--- src/hdl/mcds_pkg.sv ---
// Package for the multi-channel duty cycle scheduler.
// Holds command codes, FSM states, the channel record type and the tick update.
// No dependencies.
package mcds_pkg;

  localparam int CHANNELS_DEF       = 15;
  localparam int PERIOD_ENTRIES_DEF = 80;

  localparam int CMD_W    = 2;
  localparam int CHAN_W   = 4;
  localparam int PERIOD_W = 7;
  localparam int COUNT_W  = 6;
  localparam int MASK_W   = 15;

  localparam logic [COUNT_W-1:0] COUNT_MAX = {COUNT_W{1'b1}};

  typedef enum logic [CMD_W-1:0] {
    CMD_TICK  = 2'd0,
    CMD_SETUP = 2'd1,
    CMD_CLEAR = 2'd2
  } cmd_e;

  typedef enum logic [1:0] {
    ST_IDLE,
    ST_SWEEP,
    ST_RMW,
    ST_FINISH
  } state_e;

  // One channel record as kept in the channel store
  typedef struct packed {
    logic                enable;
    logic [PERIOD_W-1:0] period;
    logic [COUNT_W-1:0]  counter;
  } rec_t;

  typedef struct packed {
    rec_t rec;
    logic level;
    logic fire;
  } upd_t;

  // Advance one channel by one tick
  function automatic upd_t tick_update(rec_t rec, logic level);
    upd_t                u;
    logic [PERIOD_W-1:0] hi_len;
    logic [PERIOD_W-1:0] lo_len;
    logic [PERIOD_W-1:0] len;
    logic [COUNT_W-1:0]  cnt;
    logic                elapsed;
    u.rec   = rec;
    u.level = level;
    u.fire  = 1'b0;
    hi_len  = PERIOD_W'(({1'b0, rec.period} + {{PERIOD_W{1'b0}}, 1'b1}) >> 1);
    lo_len  = (rec.period == '0) ? '0
            : ({1'b0, rec.period[PERIOD_W-1:1]} + {{(PERIOD_W-1){1'b0}}, 1'b1});
    len     = level ? hi_len : lo_len;
    cnt     = rec.counter;
    elapsed = (len <= {1'b0, cnt}) || (cnt == COUNT_MAX);
    if (rec.enable && (hi_len != '0) && (lo_len != '0)) begin
      if (elapsed) begin
        cnt     = '0;
        u.level = ~level;
        u.fire  = ~level;
      end
      if (cnt != COUNT_MAX) begin
        cnt = cnt + {{(COUNT_W-1){1'b0}}, 1'b1};
      end
      u.rec.counter = cnt;
    end
    return u;
  endfunction

endpackage

--- src/hdl/mcds_if.sv ---
// Valid/ready channel interfaces for command items and result items.
// Depends on mcds_pkg for field widths.
interface mcds_cmd_if;
  logic                          valid;
  logic                          ready;
  logic [mcds_pkg::CMD_W-1:0]    cmd;
  logic [mcds_pkg::CHAN_W-1:0]   channel;
  logic                          enable;
  logic [mcds_pkg::PERIOD_W-1:0] period_select;

  modport source (output valid, cmd, channel, enable, period_select, input ready);
  modport sink   (input valid, cmd, channel, enable, period_select, output ready);
endinterface

interface mcds_res_if;
  logic                        valid;
  logic                        ready;
  logic [mcds_pkg::MASK_W-1:0] fire_mask;
  logic [mcds_pkg::MASK_W-1:0] level_mask;

  modport source (output valid, fire_mask, level_mask, input ready);
  modport sink   (input valid, fire_mask, level_mask, output ready);
endinterface

--- src/hdl/mcds_store.sv ---
// Channel record store: synchronous memory with a registered read port.
// Per-entry valid bits make unwritten entries read as all zero. Uses mcds_pkg.
module mcds_store #(
  parameter int CHANNELS = mcds_pkg::CHANNELS_DEF,
  parameter int ADDR_W   = (CHANNELS > 1) ? $clog2(CHANNELS) : 1
) (
  input  logic                 clk_i,
  input  logic                 rst_ni,
  input  logic                 rd_en_i,
  input  logic [ADDR_W-1:0]    rd_addr_i,
  output mcds_pkg::rec_t       rd_data_o,
  input  logic                 wr_en_i,
  input  logic [ADDR_W-1:0]    wr_addr_i,
  input  mcds_pkg::rec_t       wr_data_i
);

  mcds_pkg::rec_t        mem [CHANNELS];
  logic [CHANNELS-1:0]   valid_q;
  logic                  rd_valid_q;
  mcds_pkg::rec_t        rd_data_q;

  // Write port
  always_ff @(posedge clk_i) begin
    if (wr_en_i) begin
      mem[wr_addr_i] <= wr_data_i;
    end
  end

  // Read port, registered
  always_ff @(posedge clk_i) begin
    if (rd_en_i) begin
      rd_data_q <= mem[rd_addr_i];
    end
  end

  // Track written entries
  always_ff @(posedge clk_i or negedge rst_ni) begin
    if (!rst_ni) begin
      valid_q    <= '0;
      rd_valid_q <= 1'b0;
    end else begin
      if (wr_en_i) begin
        valid_q[wr_addr_i] <= 1'b1;
      end
      if (rd_en_i) begin
        rd_valid_q <= valid_q[rd_addr_i];
      end
    end
  end

  assign rd_data_o = rd_valid_q ? rd_data_q : '0;

endmodule

--- src/hdl/multi_channel_duty_cycle_scheduler_top.sv ---
// Multi-channel duty cycle scheduler: one result item per command item.
// Tick: every channel record is read, updated and written back in turn, then the result is registered.
// Setup or clear of a valid channel: the record is read, then written back, then the result is registered.
// Unused codes and out-of-range channels: the result is registered with no store access.
// A result still waiting holds the next item in its last cycle until the output frees up.
// Reset clears all levels and marks every channel record as zero.
module multi_channel_duty_cycle_scheduler_top #(
  parameter int CHANNELS       = mcds_pkg::CHANNELS_DEF,
  parameter int PERIOD_ENTRIES = mcds_pkg::PERIOD_ENTRIES_DEF
) (
  input  logic       clk_i,
  input  logic       rst_ni,
  mcds_cmd_if.sink   item_i,
  mcds_res_if.source result_o
);

  localparam int ADDR_W = (CHANNELS > 1) ? $clog2(CHANNELS) : 1;
  localparam int EXT_W  = mcds_pkg::CHAN_W + 2;

  mcds_pkg::state_e              state_q, state_d;
  logic [mcds_pkg::CMD_W-1:0]    cmd_q;
  logic [EXT_W-1:0]              chan_q;
  logic                          enable_q;
  logic [mcds_pkg::PERIOD_W-1:0] sel_q;
  logic [ADDR_W-1:0]             idx_q, idx_d;
  logic [CHANNELS-1:0]           fire_q;
  logic [CHANNELS-1:0]           level_q;
  logic                          out_valid_q;
  logic [mcds_pkg::MASK_W-1:0]   out_fire_q;
  logic [mcds_pkg::MASK_W-1:0]   out_level_q;

  logic                          accept;
  logic                          slot_free;
  logic [EXT_W-1:0]              in_chan_ext;
  logic                          in_chan_ok;
  logic [mcds_pkg::PERIOD_W-1:0] in_sel_clamp;
  logic                          last_idx;

  logic                          rd_en;
  logic [ADDR_W-1:0]             rd_addr;
  mcds_pkg::rec_t                rd_data;
  logic                          wr_en;
  logic [ADDR_W-1:0]             wr_addr;
  mcds_pkg::rec_t                wr_data;
  mcds_pkg::upd_t                upd;

  logic [mcds_pkg::MASK_W+CHANNELS-1:0] fire_ext;
  logic [mcds_pkg::MASK_W+CHANNELS-1:0] level_ext;

  mcds_store #(
    .CHANNELS (CHANNELS),
    .ADDR_W   (ADDR_W)
  ) u_store (
    .clk_i     (clk_i),
    .rst_ni    (rst_ni),
    .rd_en_i   (rd_en),
    .rd_addr_i (rd_addr),
    .rd_data_o (rd_data),
    .wr_en_i   (wr_en),
    .wr_addr_i (wr_addr),
    .wr_data_i (wr_data)
  );

  // Input decode
  assign item_i.ready = (state_q == mcds_pkg::ST_IDLE);
  assign accept       = item_i.valid && item_i.ready;
  assign slot_free    = !out_valid_q || result_o.ready;
  assign in_chan_ext  = {2'b00, item_i.channel};
  assign in_chan_ok   = (in_chan_ext < EXT_W'(CHANNELS));
  assign in_sel_clamp =
      ({1'b0, item_i.period_select} >= (mcds_pkg::PERIOD_W + 1)'(PERIOD_ENTRIES))
      ? mcds_pkg::PERIOD_W'(PERIOD_ENTRIES - 1) : item_i.period_select;
  assign last_idx     = (idx_q == ADDR_W'(CHANNELS - 1));

  // Tick update of the record being swept
  assign upd = mcds_pkg::tick_update(rd_data, level_q[idx_q]);

  // Next state
  always_comb begin
    state_d = state_q;
    unique case (state_q)
      mcds_pkg::ST_IDLE: begin
        if (accept) begin
          unique case (mcds_pkg::cmd_e'(item_i.cmd)) inside
            mcds_pkg::CMD_TICK: state_d = mcds_pkg::ST_SWEEP;
            mcds_pkg::CMD_SETUP,
            mcds_pkg::CMD_CLEAR: state_d = in_chan_ok ? mcds_pkg::ST_RMW
                                                      : mcds_pkg::ST_FINISH;
            default: state_d = mcds_pkg::ST_FINISH;
          endcase
        end
      end
      mcds_pkg::ST_SWEEP: begin
        if (last_idx) begin
          state_d = mcds_pkg::ST_FINISH;
        end
      end
      mcds_pkg::ST_RMW: state_d = mcds_pkg::ST_FINISH;
      mcds_pkg::ST_FINISH: begin
        if (slot_free) begin
          state_d = mcds_pkg::ST_IDLE;
        end
      end
      default: state_d = mcds_pkg::ST_IDLE;
    endcase
  end

  // Store access and sweep index
  always_comb begin
    rd_en   = 1'b0;
    rd_addr = idx_q;
    wr_en   = 1'b0;
    wr_addr = idx_q;
    wr_data = upd.rec;
    idx_d   = idx_q;
    unique case (state_q)
      mcds_pkg::ST_IDLE: begin
        if (accept) begin
          if (mcds_pkg::cmd_e'(item_i.cmd) == mcds_pkg::CMD_TICK) begin
            rd_en   = 1'b1;
            rd_addr = '0;
            idx_d   = '0;
          end else if (in_chan_ok) begin
            rd_en   = 1'b1;
            rd_addr = in_chan_ext[ADDR_W-1:0];
          end
        end
      end
      mcds_pkg::ST_SWEEP: begin
        wr_en = 1'b1;
        if (!last_idx) begin
          rd_en   = 1'b1;
          rd_addr = idx_q + ADDR_W'(1);
          idx_d   = idx_q + ADDR_W'(1);
        end
      end
      mcds_pkg::ST_RMW: begin
        wr_en   = 1'b1;
        wr_addr = chan_q[ADDR_W-1:0];
        wr_data = rd_data;
        if (mcds_pkg::cmd_e'(cmd_q) == mcds_pkg::CMD_SETUP) begin
          wr_data.enable = enable_q;
          wr_data.period = sel_q;
        end else begin
          wr_data.counter = '0;
        end
      end
      mcds_pkg::ST_FINISH: ;
      default: ;
    endcase
  end

  // Hold the accepted item
  always_ff @(posedge clk_i) begin
    if (accept) begin
      cmd_q    <= item_i.cmd;
      chan_q   <= in_chan_ext;
      enable_q <= item_i.enable;
      sel_q    <= in_sel_clamp;
    end
  end

  // Size channel vectors to the result mask width
  assign fire_ext  = {{mcds_pkg::MASK_W{1'b0}}, fire_q};
  assign level_ext = {{mcds_pkg::MASK_W{1'b0}}, level_q};

  // Control, levels, fire accumulation and the result register
  always_ff @(posedge clk_i or negedge rst_ni) begin
    if (!rst_ni) begin
      state_q     <= mcds_pkg::ST_IDLE;
      idx_q       <= '0;
      fire_q      <= '0;
      level_q     <= '0;
      out_valid_q <= 1'b0;
      out_fire_q  <= '0;
      out_level_q <= '0;
    end else begin
      state_q <= state_d;
      idx_q   <= idx_d;
      if (accept) begin
        fire_q <= '0;
      end
      if (state_q == mcds_pkg::ST_SWEEP) begin
        level_q[idx_q] <= upd.level;
        fire_q[idx_q]  <= upd.fire;
      end
      if ((state_q == mcds_pkg::ST_FINISH) && slot_free) begin
        out_valid_q <= 1'b1;
        out_fire_q  <= fire_ext[mcds_pkg::MASK_W-1:0];
        out_level_q <= level_ext[mcds_pkg::MASK_W-1:0];
      end else if (result_o.ready) begin
        out_valid_q <= 1'b0;
      end
    end
  end

  assign result_o.valid      = out_valid_q;
  assign result_o.fire_mask  = out_fire_q;
  assign result_o.level_mask = out_level_q;

endmodule
--- src/flat_wrapper.sv ---
// flat-port wrapper written by rule: the top's interface ports become plain ports
module multi_channel_duty_cycle_scheduler_top_flat 
#(
  parameter int CHANNELS       = mcds_pkg::CHANNELS_DEF,
  parameter int PERIOD_ENTRIES = mcds_pkg::PERIOD_ENTRIES_DEF
)
  (clk_i, rst_ni, item_i_valid, item_i_cmd, item_i_channel, item_i_enable, item_i_period_select, item_i_ready, result_o_valid, result_o_fire_mask, result_o_level_mask, result_o_ready);
  mcds_cmd_if item_i_i ();
  mcds_res_if result_o_i ();
  input  logic clk_i;
  input  logic rst_ni;
  input wire logic [$bits(item_i_i.valid)-1:0] item_i_valid;
  input wire logic [$bits(item_i_i.cmd)-1:0] item_i_cmd;
  input wire logic [$bits(item_i_i.channel)-1:0] item_i_channel;
  input wire logic [$bits(item_i_i.enable)-1:0] item_i_enable;
  input wire logic [$bits(item_i_i.period_select)-1:0] item_i_period_select;
  output wire logic [$bits(item_i_i.ready)-1:0] item_i_ready;
  output wire logic [$bits(result_o_i.valid)-1:0] result_o_valid;
  output wire logic [$bits(result_o_i.fire_mask)-1:0] result_o_fire_mask;
  output wire logic [$bits(result_o_i.level_mask)-1:0] result_o_level_mask;
  input wire logic [$bits(result_o_i.ready)-1:0] result_o_ready;
  assign item_i_i.valid = item_i_valid;
  assign item_i_i.cmd = item_i_cmd;
  assign item_i_i.channel = item_i_channel;
  assign item_i_i.enable = item_i_enable;
  assign item_i_i.period_select = item_i_period_select;
  assign item_i_ready = item_i_i.ready;
  assign result_o_valid = result_o_i.valid;
  assign result_o_fire_mask = result_o_i.fire_mask;
  assign result_o_level_mask = result_o_i.level_mask;
  assign result_o_i.ready = result_o_ready;
  multi_channel_duty_cycle_scheduler_top #(.CHANNELS(CHANNELS), .PERIOD_ENTRIES(PERIOD_ENTRIES)) u_core (.clk_i(clk_i), .rst_ni(rst_ni), .item_i(item_i_i), .result_o(result_o_i));
endmodule
--- config.mk ---
export PLATFORM = sky130hd
export DESIGN_NAME = multi_channel_duty_cycle_scheduler_top_flat
export DESIGN_NICKNAME = d
export VERILOG_FILES = /design/src/hdl/mcds_pkg.sv /design/src/hdl/mcds_if.sv /design/src/hdl/mcds_store.sv /design/src/hdl/multi_channel_duty_cycle_scheduler_top.sv /design/src/flat_wrapper.sv
export SDC_FILE = /design/constraint.sdc
export NUM_CORES = 1
export LEC_CHECK = 0
export ABC_AREA = 0
export BUFFER_PORTS_ARGS = -buffer_cell sky130_fd_sc_hd__buf_4
export CORE_MARGIN = 2
export CORE_UTILIZATION = 39
export DETAILED_ROUTE_END_ITERATION = 8
export GPL_ROUTABILITY_DRIVEN = 0
export PLACE_DENSITY = 0.66
export RECOVER_POWER = 50
export SLEW_MARGIN = 20
export SYNTH_ARGS = -nofsm -noshare
export SYNTH_HDL_FRONTEND = slang
export SYNTH_SLANG_ARGS = --single-unit
export TNS_END_PERCENT = 50
--- constraint.sdc ---
create_clock -name clk_i -period 5.8 [get_ports clk_i]
set_input_delay 0.87 -clock clk_i [delete_from_list [all_inputs] [get_ports clk_i]]
set_output_delay 0.87 -clock clk_i [all_outputs]
set_load 0.005 [all_outputs]
* Yosys cells after proc, flatten, opt, wreduce, memory -nomap -nowiden *
Memory sizes are Yosys's and may differ from the RTL's. A register that Yosys moved wholly into a read port is not among the register bits.
Index checks and enable logic that the tools add are counted.

operators by class
  add/sub/neg operators = 4
  multiply operators = 0
  divide/modulo/power cells = 0
  magnitude comparators = 8
  equal/unequal tests = 13
  shift-type cells = 0
  multiplexer cells = 48
  bitwise gates (word level) = 2
  reduce and logical (&&, ||, !) cells = 20

operators with widths
  operator               count
  $bwmux W15             2
  $mux W15               2
  $mux W14               2
  $mux W4                7
  $mux W6                4
  $mux W8                2
  $pmux W4 S2            2
  $lt A4 B5 Y1 const B   3
  $or A15 B15 Y15        1
  $mux W1                14
  $mux W7                2
  $reduce_bool A7 Y1     2
  $add A7 B1 Y8 const B  1
  $bmux W1 S4            2
  $demux W1 S4           2
  $ge A4 B1 Y1 const B   2
  $mux W2                4
  $pmux W2 S4            1
  $add A6 B1 Y7 const B  1
  $ge A7 B7 Y1 const B   1
  $le A7 B6 Y1           1
  $logic_not A7 Y1       1
  $add A6 B1 Y6 const B  1
  $eq A2 B1 Y1 const B   3
  18 further kinds       32

storage, ports and cells
  register bits = 97
  latch bits = 0
  bits in writable memories = 210
  ROM bits = 0
  input port bits = 18
  output and inout bits = 32
  word-level logic and storage cells = 109
  memories kept = 1

memory list
  name                words  width  read ports  clocked after memory_dff  write ports  line              text
  u_core.u_store.mem  15     14     1           1                         1            mcds_store.sv:17  mcds_pkg::rec_t mem [CHANNELS];

* Depth between registers and ports, before layout *
Gate-level depths: netlist of run 1.

  depth in word-level cells = 13
  gate-level depth with buffers = 28
  depth with buffers taken out = 24

* By module *
A second synthesis of run 1 with hierarchy kept.

unflattened totals
  cell total of the unflattened synthesis = 855
  area, all modules = 13,853.3 µm²

by module, submodules not included
  module                                  times used  cells an instance  area each (µm²)  seq. area each (µm²)
  mcds_store                              1           420                9,276.4          7,126.8
  multi_channel_duty_cycle_scheduler_top  1           435                4,576.9          2,097.0

* Worst setup path after synthesis of run 1 *
Ideal clock, no wire load.

  path kind = reg2reg
  start = register u_core.idx_q[1]
  end = memory u_core.u_store.mem[0][1] (netlist name), data pin
  library setup time = 0.407 ns
  data arrival time = 5.408 ns
  setup slack = -0.015 ns
  stages on the path, launching flop included = 27
  cells stage by stage = dfrtp_1 buf_6 mux2i_1 mux4_2 mux2_4 buf_6 nand2_1 o22ai_1 and2_1 o21ai_0 o21ai_1 ha_1 nor2b_1 o21a_1 o21ai_0 a21oi_1 o21ai_0 o31a_1 buf_4 nor2_1 ha_1 nand4_1 or3_1 a31oi_1 nor3b_1 nor3_1 o311ai_0

RTL lines
  element                 line                                           text
  start, declared         multi_channel_duty_cycle_scheduler_top.sv:25   logic [ADDR_W-1:0] idx_q, idx_d;
  start signal, assigned  multi_channel_duty_cycle_scheduler_top.sv:179  idx_q <= idx_d;
  end, declared           mcds_store.sv:17

==> results of run 1 <==
-- through the flow --
| step | utilization, % | std cells |
|---|---|---|
| 2_1_floorplan | - | 1022 |
| 3_3_place_gp | 42.7 | 1511 |
| 3_5_place_dp | 42.7 | 1511 |
| 4_1_cts | 45.7 | 1573 |
| 5_1_grt | 45.4 | 1573 |
| 6_report | 45.4 | 1573 |
-- sequential cells by signal (all words and copies together), names as in the netlist --
register / flops
u_core.result_o.level_mask: 15
u_core.chan_q: 4
u_core.u_store.valid_q: 15
u_core.enable_q: 1
u_core.fire_q: 15
u_core.u_store.rd_valid_q: 1
u_core.level_q: 15
u_core.result_o.valid: 1
u_core.state_q: 2
u_core.idx_q: 4
u_core.u_store.rd_data_q: 14
u_core.u_store.mem: 210
u_core.cmd_q: 2
u_core.result_o.fire_mask: 15
u_core.sel_q: 7
-- worst reg2reg max path: stages (launching register included) --
cell      delay (ps)
dfrtp_1          440
nand2b_1         160
mux4_2           460
mux2_4           360
nand2_1          120
o22ai_1           80
and2_1           160
o21ai_0          130
o21ai_1           90
ha_1             290
nor2b_1          130
o21a_1           120
o21ai_0           70
a21oi_1          200
o21ai_0          120
o31a_1           220
nor2_1           140
ha_1             190
nand4_1          190
or3_1            380
a31oi_1          200
nor3b_1          200
nor3_1           100
nand3_1          120
o311ai_1         110
buf_4            220
-- logic make-up (layout without fill, tap and decap cells) --
logic type | count (synthesis) | after routing | share of synthesized area (%)
buffers and inverters | 77 | 167 | 2.66
DFF | 321 | 321 | 65.0
AOI/OAI and AO/OA | 170 | 170 | 8.24
and+or+nand+nor | 252 | 252 | 8.35
xor gates and xnor gates | 4 | 4 | 0.247
muxes | 176 | 176 | 13.5
adders and majority gates | 22 | 22 | 1.94
-- power by group --
group	internal [mW]	switching [mW]
logic	1.26	2.21
clock network	1.20	0.879
registers	3.36	0.210
total	5.82	3.30
-- path summary, 6_finish.rpt --
path                       slack, ps  cells past startpoint                             to
max                              520                     25       u_core.u_store.mem[6][1]
min                              400                      1  u_core.result_o.fire_mask[12]
max reg2reg                      520                     25       u_core.u_store.mem[6][1]
min reg2reg                      460                      1      u_core.u_store.valid_q[7]
max in group asynchronous       4850                      1                u_core.idx_q[0]
min in group clk_i               460                      1      u_core.u_store.valid_q[7]
-- metal layers --
metal | up-vias | routed length, microns | GRT usage, % | part of all wire, %
li1 | 4011 | - | - | -
met1 | 4307 | 14800 | 23.8 | 46
met2 | 188 | 15100 | 27.5 | 47
met3 | 45 | 1470 | 2.74 | 4.6
met4 | 0 | 593 | 4.76 | 1.9
met5 | - | 0 | 0 | 0
-- Yosys cell counts (all sizes together) (22+ instances only) --
cell	number	share of area (%)
nand3	41	1.5
edfxtp	238	50
buf	38	1.6
a211oi	32	1.7
mux2	79	6.3
nor2	66	1.8
ha	22	1.9
dfrtp	83	15
nand2	76	2.0
clkbuf	23	0.61
o21ai	42	1.5
mux2i	93	6.6
-- timing repair --
action                                  4_1_cts  5_1_grt
setup buffers                                 0        0
endpoints found under the setup margin        0       45
gates resized for setup                       0        1
-- layout make-up --
cell class	count	area share [%]
clock buffer	44	5.55
timing repair buffer	89	3.83
inverter	16	0.371
tap	461	3.56
sequential	321	57.0
clock inverter	18	0.997
multi-input combinational	624	28.7
==> flow_summary.toml, run 1 <==
[run_status]
status = "finished with violations"
violations = "max-capacitance violations, max-slew violations"

[cts]
clock_latency_ps = 520
cts_tree = "yes"
cts_buffers = 34
clock_sinks = 321
cts-root-buf = "clkbuf_16"
htree_levels = 2
clockBufferDepth = 3
postCtsHoldBufs = 0
path_clk_slew_ps = 60

[worst_setup_path]
crit_start = "u_core.idx_q[1]"
cp_max_fo = 15
cpMostUsedCell = "o21ai_0"
path_class = "flop to flop"
cpMaxStageDelayCell = "mux4_2"
crit_arrival_ps = 5540
slowest_delay_ps = 460
path_buf_inv = 1
cp-end-kind = "flop"
cp.required_ps = 6060
reg2reg_from = "u_core.idx_q[1]"
crit_family = "simple AND/OR/NAND/NOR gates"
startpoint_type = "flop"

[final_layout]
multiInputGateArea_sq_um = 4640
fin_nets = 1126
seq_area_sq_um = 9230
layout_common_cells = "edfxtp_1, mux2i_1, dfrtp_1"
drive_gt1_share_pct = 19.9
syn_to_final_growth_pct = 14.1
finalInstanceArea_sq_um = 16200
diodes = 0
fillers = 3184
layout_commonest_cell = "edfxtp_1"

[sta]
finalMaxSlewViolations = 63
tightest_slew_ps = 1740
setup_ws_ps = 519
skew_ps = 14.3
final-hold-violation-count = 0
rsz0062_at_grt = "false"
maxClockFrequency_ghz = 0.189
setup_violations = 0
fin_hold_ws_ps = 405
finalCritPeriodShare_pct = 91.0
tns_ps = 0
final.min_clock_period_ps = 5280
relSlewSlack_pct = -16.1

[routing]
first_pass_iters = 5
drt_iter0_markers = 867
vias = 8551
ant_nets = 0
wl_per_cell_microns = 20.4
routed_wl_microns = 32000
route.detailed.drc = 0
vias_per_cell = 5.44

[global_routing]
antenna_found_initial = 0
grt_start_max_net_pins = 84
grt_pass1_vias = 8457
grt_pass1_wl_microns = 49900
grt_overflow_total = 0
grt.total_usage_pct = 17.0

[floorplanning]
rows = 69
ios = 50
dieArea_sq_um = 37900
die_h_microns = 195
die_width_microns = 195
core-area_sq_um = 35700
floorplan.initialDensity_pct = 39.8

[pwr]
pwr_density_cell_nw_per_um2 = 563
power_mw = 9.12
peakVddDrop_uv = 247
p_leak_nw = 6.38

[yosys]
syn_inst = 1022
avgSynthCellArea_sq_um = 13.9
ys.flop_type = "edfxtp_1"
ys_seq_elements = 321
synth_edf_count = 238
ys_async_sr_fraction_pct = 25.9
yosys.cell_types.count = 61
synth_area_sq_um = 14200
yosysWarnings = 0
syn_nets = 1062
ys_seq_area_share_pct = 65.0

[place]
hpwlAfterDp_microns = 19200
place_ws_ps = 472
io_buffer_count = 49
place_area_sq_um = 15200

[job]
drv_cap = 3

[hold_path]
hp-class = "input port to async pin"
(Power assumes the default switching activity.)
==> inputs of run 2 (changes only) <==
- CORE_ASPECT_RATIO: unset -> 0.75
==> flow_summary.toml, run 2 (synthesized netlist as in run 1, its figures left out) <==
[worst_setup_path]
cpMaxStageDelayCell = "mux4_2"
path_buf_inv = 1
path_class = "flop to flop"
slowest_delay_ps = 550
crit_chain = "mux4_2, mux2i_1, mux2_4, mux2_4, nand3_2, xnor2_1, and2_1, ha_1, nand2_1, or3_1, nor2b_1, o21ai_0, o31a_1, nor2_1, ha_1, nand4_1, or3_1, a31oi_1, nor3b_1, nor3_1, nand3_1, o311ai_1, buf_4"
cp_max_fo = 15
cp.required_ps = 6220
crit_family = "simple AND/OR/NAND/NOR gates"
crit_arrival_ps = 5900
startpoint_type = "flop"
cp-end-kind = "flop"

[job]
drv_cap = 3

[run_status]
status = "finished with violations"
violations = "max-capacitance violations, max-slew violations"

[pwr]
pwr-share-seq_pct = 38.2
power_switching_mw = 3.35
p_leak_nw = 6.42
power_mw = 9.36
pwr-share-clk_pct = 23.5
pwr-share-comb_pct = 38.3
pwr_density_cell_nw_per_um2 = 574
switching_share_pct = 35.8
internal-power_mw = 6.01
peakVddDrop_uv = 262

[sta]
skew_ps = 28.8
setup_violations = 0
relSlewSlack_pct = -97.1
rsz0062_at_grt = "false"
setup_ws_ps = 316
fin_hold_ws_ps = 459
final-hold-violation-count = 0
final.min_clock_period_ps = 5480
tns_ps = 0
maxClockFrequency_ghz = 0.182
tightest_slew_ps = 2960
finalCritPeriodShare_pct = 94.5
finalMaxSlewViolations = 117

[routing]
first_pass_iters = 5
wl_per_cell_microns = 21.2
vias_per_cell = 5.59
vias = 8820
routed_wl_microns = 33500
drt_iter0_markers = 774
route.detailed.drc = 0
ant_nets = 0

[cts]
clock_latency_ps = 580
clockBufferDepth = 3
clock_sinks = 321
cts_tree = "yes"
cts_buffers = 31
cts-root-buf = "clkbuf_16"
path_clk_slew_ps = 60
postCtsHoldBufs = 0
htree_levels = 1
post_cts_buffers = 0
ctsResizeCount = 0

[final_layout]
regMostFlops = "u_core.u_store.mem"
syn_to_final_growth_pct = 15.0
fillers = 3166
utilization_pct = 45.4
finalInstanceArea_sq_um = 16300
drive_gt1_share_pct = 20.8
largest_reg_flops = 210
layout_common_cells = "edfxtp_1, mux2i_1, dfrtp_1"
layout_commonest_cell = "edfxtp_1"
instances_no_fill = 1579
fin_nets = 1129

[floorplanning]
die_width_microns = 224
rows = 60
dieArea_sq_um = 37900
ios = 50
die_h_microns = 169
floorplan.initialDensity_pct = 39.5
core-area_sq_um = 35900

[global_routing]
grt_start_max_net_pins = 57
grt_overflow_total = 0
antenna_found_initial = 1
grt_pass1_wl_microns = 50900
grt_pass1_vias = 8336
grt.total_usage_pct = 17.6

[place]
place_area_sq_um = 15300
place_ws_ps = 490
io_buffer_count = 49
dp.cells = 1521
hpwlAfterDp_microns = 20800

[hold_path]
hp-class = "flop to flop"
==> run 2: power groups by stage <==
stage / Sequential, mW / Clock, mW / Combinational [mW]
3_5_place_dp: 3.61 / 0 / 3.61
3_3_place_gp: 3.59 / 0 / 3.56
6_report: 3.58 / 2.20 / 3.59
4_1_cts: 3.57 / 2.23 / 3.62
5_1_grt: 3.62 / 2.34 / 3.93
2_1_floorplan: 3.52 / 0 / 2.48
==> run 2: path summary, 6_finish.rpt <==
kind	slack [ps]	cells past startpoint	end	startpoint
worst max-delay path	320	23	u_core.u_store.mem[2][1]	u_core.idx_q[0]
worst min-delay path	460	1	u_core.u_store.valid_q[7]	u_core.u_store.valid_q[7]
worst max register to register	320	23	u_core.u_store.mem[2][1]	u_core.idx_q[0]
worst min register to register	460	1	u_core.u_store.valid_q[7]	u_core.u_store.valid_q[7]
max in group asynchronous	1600	2	u_core.result_o.fire_mask[1]	rst_ni
min in group asynchronous	680	1	u_core.level_q[6]	rst_ni
==> run 2: layout make-up <==
| type | instances | area (sq um) | area share, % |
|---|---|---|---|
| Clock buffer | 43 | 871 | 5.34 |
| Clock inverter | 14 | 250 | 1.53 |
| Multi-Input combinational cell | 624 | 4650 | 28.5 |
| Tap cell | 465 | 582 | 3.57 |
| Timing Repair Buffer | 95 | 667 | 4.09 |
| Antenna cell | 1 | 2.50 | 0.0153 |
| Inverter | 16 | 60.1 | 0.368 |
| Sequential cell | 321 | 9220 | 56.6 |
==> run 2: routing by layer <==
layer	routed length (microns)	track usage (%)	vias to the layer above
met4	711	4.23	0
met5	0	0	-
li1	-	-	4013
met1	16300	27.6	4416
met2	14100	25.1	334
met3	2390	3.32	57
